<file path="src/sv/pkbht_ram.sv">
// ----------------------------------------------------------------------------
// pkbht_ram
// Generic single-write, single-read RAM with registered read data.
// ----------------------------------------------------------------------------
`timescale 1ns / 1ps

module pkbht_ram #(
    parameter int WIDTH = 8,
    parameter int DEPTH = 16
) (
    input  logic                     i_clk,
    input  logic                     i_we,
    input  logic [$clog2(DEPTH)-1:0] i_waddr,
    input  logic [WIDTH-1:0]         i_wdata,
    input  logic [$clog2(DEPTH)-1:0] i_raddr,
    output logic [WIDTH-1:0]         o_rdata
);

    logic [WIDTH-1:0] r_mem [DEPTH];
    logic [WIDTH-1:0] r_rdata;

    // Write port
    always_ff @(posedge i_clk) begin
        if (i_we) begin
            r_mem[i_waddr] <= i_wdata;
        end
    end

    // Registered read port
    always_ff @(posedge i_clk) begin
        r_rdata <= r_mem[i_raddr];
    end

    assign o_rdata = r_rdata;

endmodule

</file>
<file path="config.mk">
export PLATFORM = sky130hd
export DESIGN_NAME = pkbht_ram
export DESIGN_NICKNAME = d
export VERILOG_FILES = /design/src/sv/pkbht_ram.sv
export SDC_FILE = /design/constraint.sdc
export NUM_CORES = 1
export LEC_CHECK = 0
export ABC_AREA = 1
export BUFFER_PORTS_ARGS = -buffer_cell sky130_fd_sc_hd__buf_2
export CORE_AREA = 2 2 94 164
export CTS_CLUSTER_DIAMETER = 120
export DETAILED_ROUTE_END_ITERATION = 10
export DIE_AREA = 0 0 96 166
export PLACE_DENSITY = 0.55
export SLEW_MARGIN = 20
export SYNTH_ARGS = -nofsm -noshare
export SYNTH_HDL_FRONTEND = slang
export SYNTH_SLANG_ARGS = --single-unit
export TNS_END_PERCENT = 1
</file>
<file path="constraint.sdc">
create_clock -name i_clk -period 1.4 [get_ports i_clk]
set_clock_uncertainty 0.15 [all_clocks]
set_input_delay 0.14 -clock i_clk [delete_from_list [all_inputs] [get_ports i_clk]]
set_output_delay 0.14 -clock i_clk [all_outputs]
set_load 0.01 [all_outputs]
</file>
; ---- Yosys cells after proc, flatten, opt, wreduce, memory -nomap -nowiden
; Memory sizes are Yosys's and may differ from the RTL's. A register that Yosys moved wholly into a read port is not among the register bits.
; Index checks and enable logic that the tools add are counted.
[op_classes]
n_mux = 2
[op_table]
columns = cell, n
row1 = $mux 1, 2
[totals]
inputBits = 18
ramBits = 128
regBits = 0
n_memories = 1
[mem_list]
columns = name, depth, word_bits, read_ports, rd_ports_with_merged_regs, wr, line
row1 = r_mem, 16, 8, 1, 1, 1, 19  ; logic [WIDTH-1:0] r_mem [DEPTH];

; ---- Longest topological paths before layout
[depth]
word_depth = 2
depth_mapped = 8

; ---- Least setup slack after synthesis
; No wires, ideal clock.
[synth_path]
path_kind = input port to flip-flop
startpoint = input port i_waddr[2]
endpoint = memory r_mem[10][0] (enable)
path_stages = 2
path_slack_ns = 0.159
required_ns = 0.880
t_arrival_ns = 0.721
setup_ns = 0.370
cell_sequence = nand3b_1 -> nor2_1
[synth_lines]
columns = element, line
row1 = from (decl), 13  ; input logic [$clog2(DEPTH)-1:0] i_waddr,
row2 = to (decl), 19
; No word-level cell before the write port.

==> metrics.md <==
| Metric | Value |
|---|---|
| WL met2 | 7330 um |
| Vias in the first global route | 3,963 |
| TritonCTS clock tree | built |
| # Post-CTS Setup Buffers | 0 |
| Via count | 3,821 |
| CP Max Fanout | 16 |
| Placed instance area | roughly 6300 sq um |
| Async set-reset flop share out of synthesis | 0% |
| Hold path cells | 1 |
| Synth top area cells | edfxtp_1 (67%), nand2_1 (11%), nand3_1 (8.4%) |
| Max clock buf depth | 2 |
| Pwr Density | 1380 nW/um^2 |
| Reg2reg start | r_mem[10][4]$_DFFE_PP_ |
| Sum Neg Setup Slack | 0 ns |
| Routed wl met3 | 497 um |
| Final nets | 627 |
| Mean number of vias per cell | 4.75 |
| Ys Warns | 0 |
| Sequential element share of the synthesized area | 69.4% |
| Antenna cells | 0 |
| Syn_area_per_cell | 10.5 sq um |
| Worst Min Path Start | i_wdata[7] |
| Unique masters post-synth | 12 |
| Std cell rows | 59 |
| Finish-stage setup viols | 0 |
| Synth-to-layout area growth | 20.2% |
| Worst-path clk slew | 0.06 ns |
| Met1 wire length | 5170 um |
| Max frequency | 749 MHz |
| Die area | 15,900 sq um |
| Detailed Route WL | ~13,000 um |
| Synth Flop Type | edfxtp_1 |
| Residual DRC | 0 |
| Crit path arrival time | ~1.5 ns |
| Average wire per standard cell | roughly 17 um |
| Final Critical Period | 1.34 ns |
| DP Wirelength | roughly 9100 um |
| Reg-to-reg setup timing slack | 0.26 ns |
| Unrepaired setup endpoints after global routing | false |
| Synth top area share | approximately 67% |
| Worst min-delay path class | in2reg |
| Initial DRC Count | around 280 |
| Post-Synthesis Cells | roughly 550 |
| Lkg Pwr | 3.02 nW |
| Post-synth EDFFs | approximately 130 |
| First-pass GRT wire length | 21,100 um |
| Fin area | 6930 sq um |
| Count leader, synth | nand2_1 |
| Worst Tran Pin Value | 0.362 ns |
| R2R depth | 6 |
| IO Pins | 26 |
| Req. time, crit path | 1.56 ns |
| Worst setup startpoint | i_raddr[2] |
| Max H-tree Level | 4 |
| Drt first pass iters | 5 |
| Syn Nets | 569 |
| Share of cells above drive strength 1 | 14.3% |
| Total GRT Usage | between 15 and 20% |
| Final Hold Vio Count | 0 |
| Status | completed |
| Die width | 96 um |
| Core Area | 14,700 sq um |
| #FFs+latches synth | around 140 |
| Clock Latency Late Sink | 0.42 ns |
| Worst Hold End | r_mem[1][7]$_DFFE_PP_ |
| Fillers | about 1,300 |
| Grt total ovfl | 0 |
| Critical path type | in2reg |
| Final Core Density | 47.2% |
| Top cells by count, synth | nand2_1 (173), edfxtp_1 (128), inv_1 (100), nand3_1 (97), nor2_1 (17) |
| Routability congestion estimate | 0.799 |
| Initial antenna violation count | 0 |
| Highest routed layer | met4 |
| Synthesized area | 5770 sq um |
| Clock sink total | ~140 |
| Die Y | 166 um |
| Largest net degree at the start of global routing | 33 |
| Initial Utilization | 39.3% |
| Power, Total | 9.53 mW |
| Period Utilization, post-route | between 90% and 100% |
| PortBufs | 25 |
| Worst setup SP type | input pin |
| Max Cap Viol | 0 |
| R2r endpoint | o_rdata[4]$_DFF_P_ |
| Root buffer cell | clkbuf_16 |
| Final ANT Viol Nets | 0 |
| CTS Buf Count | 17 |
| Final max-slew violation count | 0 |
| Maximum vdd drop | ~1.1 mV |
| Worst relative slew slack | 75.8% |
| Crit. End Element | register |
| Area leader, netlist | edfxtp_1 |
## metal layers
| metal | vias up | track usage, % |
|---|---|---|
| li1 | 1889 | - |
| met1 | 1812 | 20.4 |
| met2 | 89 | 31.9 |
| met3 | 31 | 3.99 |
| met4 | 0 | 9.13 |
| met5 | - | 0 |
## cell type report
cell class                      instances  area [sq um]  area share [%]
Multi-Input combinational cell        289          1210            17.5
Inverter                              102           383            5.53
Timing Repair Buffer                   63           526            7.58
Clock inverter                         15           149            2.15
Tap cell                              183           229            3.30
Sequential cell                       136          4000            57.8
Clock buffer                           17           425            6.14
## report_power, final
part	total (mW)	internal (mW)	leakage (nW)	switching, mW
Clock	4.33	2.62	0.275	1.72
Combinational	0.618	0.219	1.52	0.399
Sequential	4.58	4.55	1.22	0.0288
Total	9.53	7.39	3.02	2.14
## flip-flops by register name (all words and copies together) (netlist names)
name     flops
r_mem      128
o_rdata      8
## cells by family (layout without fill, tap and decap cells)
family        after synthesis  in the layout  synth area share [%]
buf+inv                   126            197                  9.52
flops                     136            136                  69.4
simple gates              289            289                  21.0
## critical path: stages
cell	delay [ns]
dlygate4sd3_1	0.54
buf_2	0.19
inv_1	0.11
buf_12	0.16
nand3_1	0.12
nand3_1	0.15
nand2_1	0.07
## how the worst max path moves through the flow
stage | endpoint | slack, ns | depth (start not counted)
global placement | r_mem[4][6]$_DFFE_PP_ | 0.01 | 4
CTS | o_rdata[2]$_DFF_P_ | 0.06 | 7
floorplan | r_mem[10][0]$_DFFE_PP_ | 0.16 | 2
global route | o_rdata[2]$_DFF_P_ | 0.008 | 7
detailed placement | r_mem[4][6]$_DFFE_PP_ | 0.01 | 4
finish | o_rdata[2]$_DFF_P_ | 0.06 | 7
## repair_timing
action,in CTS,in global routing
endpoints found under the hold margin,67,0
gates resized for setup,0,0
setup endpoints to repair,0,0
hold buffers,6,0
## metrics by stage
stage | cells | hold slack, ns | setup WS, ns
2_1_floorplan | 551 | 0.0889 | 0.159
4_1_cts | 805 | 0.00153 | 0.0638
3_5_place_dp | 767 | 0.390 | 0.0144
6_report | 805 | 0.00176 | 0.0643
5_1_grt | 805 | 0.0121 | 0.00812
3_3_place_gp | 767 | 0.395 | 0.0137
## placed cells by master, fill, tap and decap left out, drive strengths merged
cell type,Yosys,final
clkinvlp,0,3
buf,24,57
dlygate4sd3,0,6
edfxtp,128,128
bufinv,0,2
clkinv,0,6
nor2,17,17
nand2,173,173
nand3b,2,2
clkbuf,0,17
dfxtp,8,8
nand3,97,97
inv,102,106
Power figures use the tool's default switching activity.
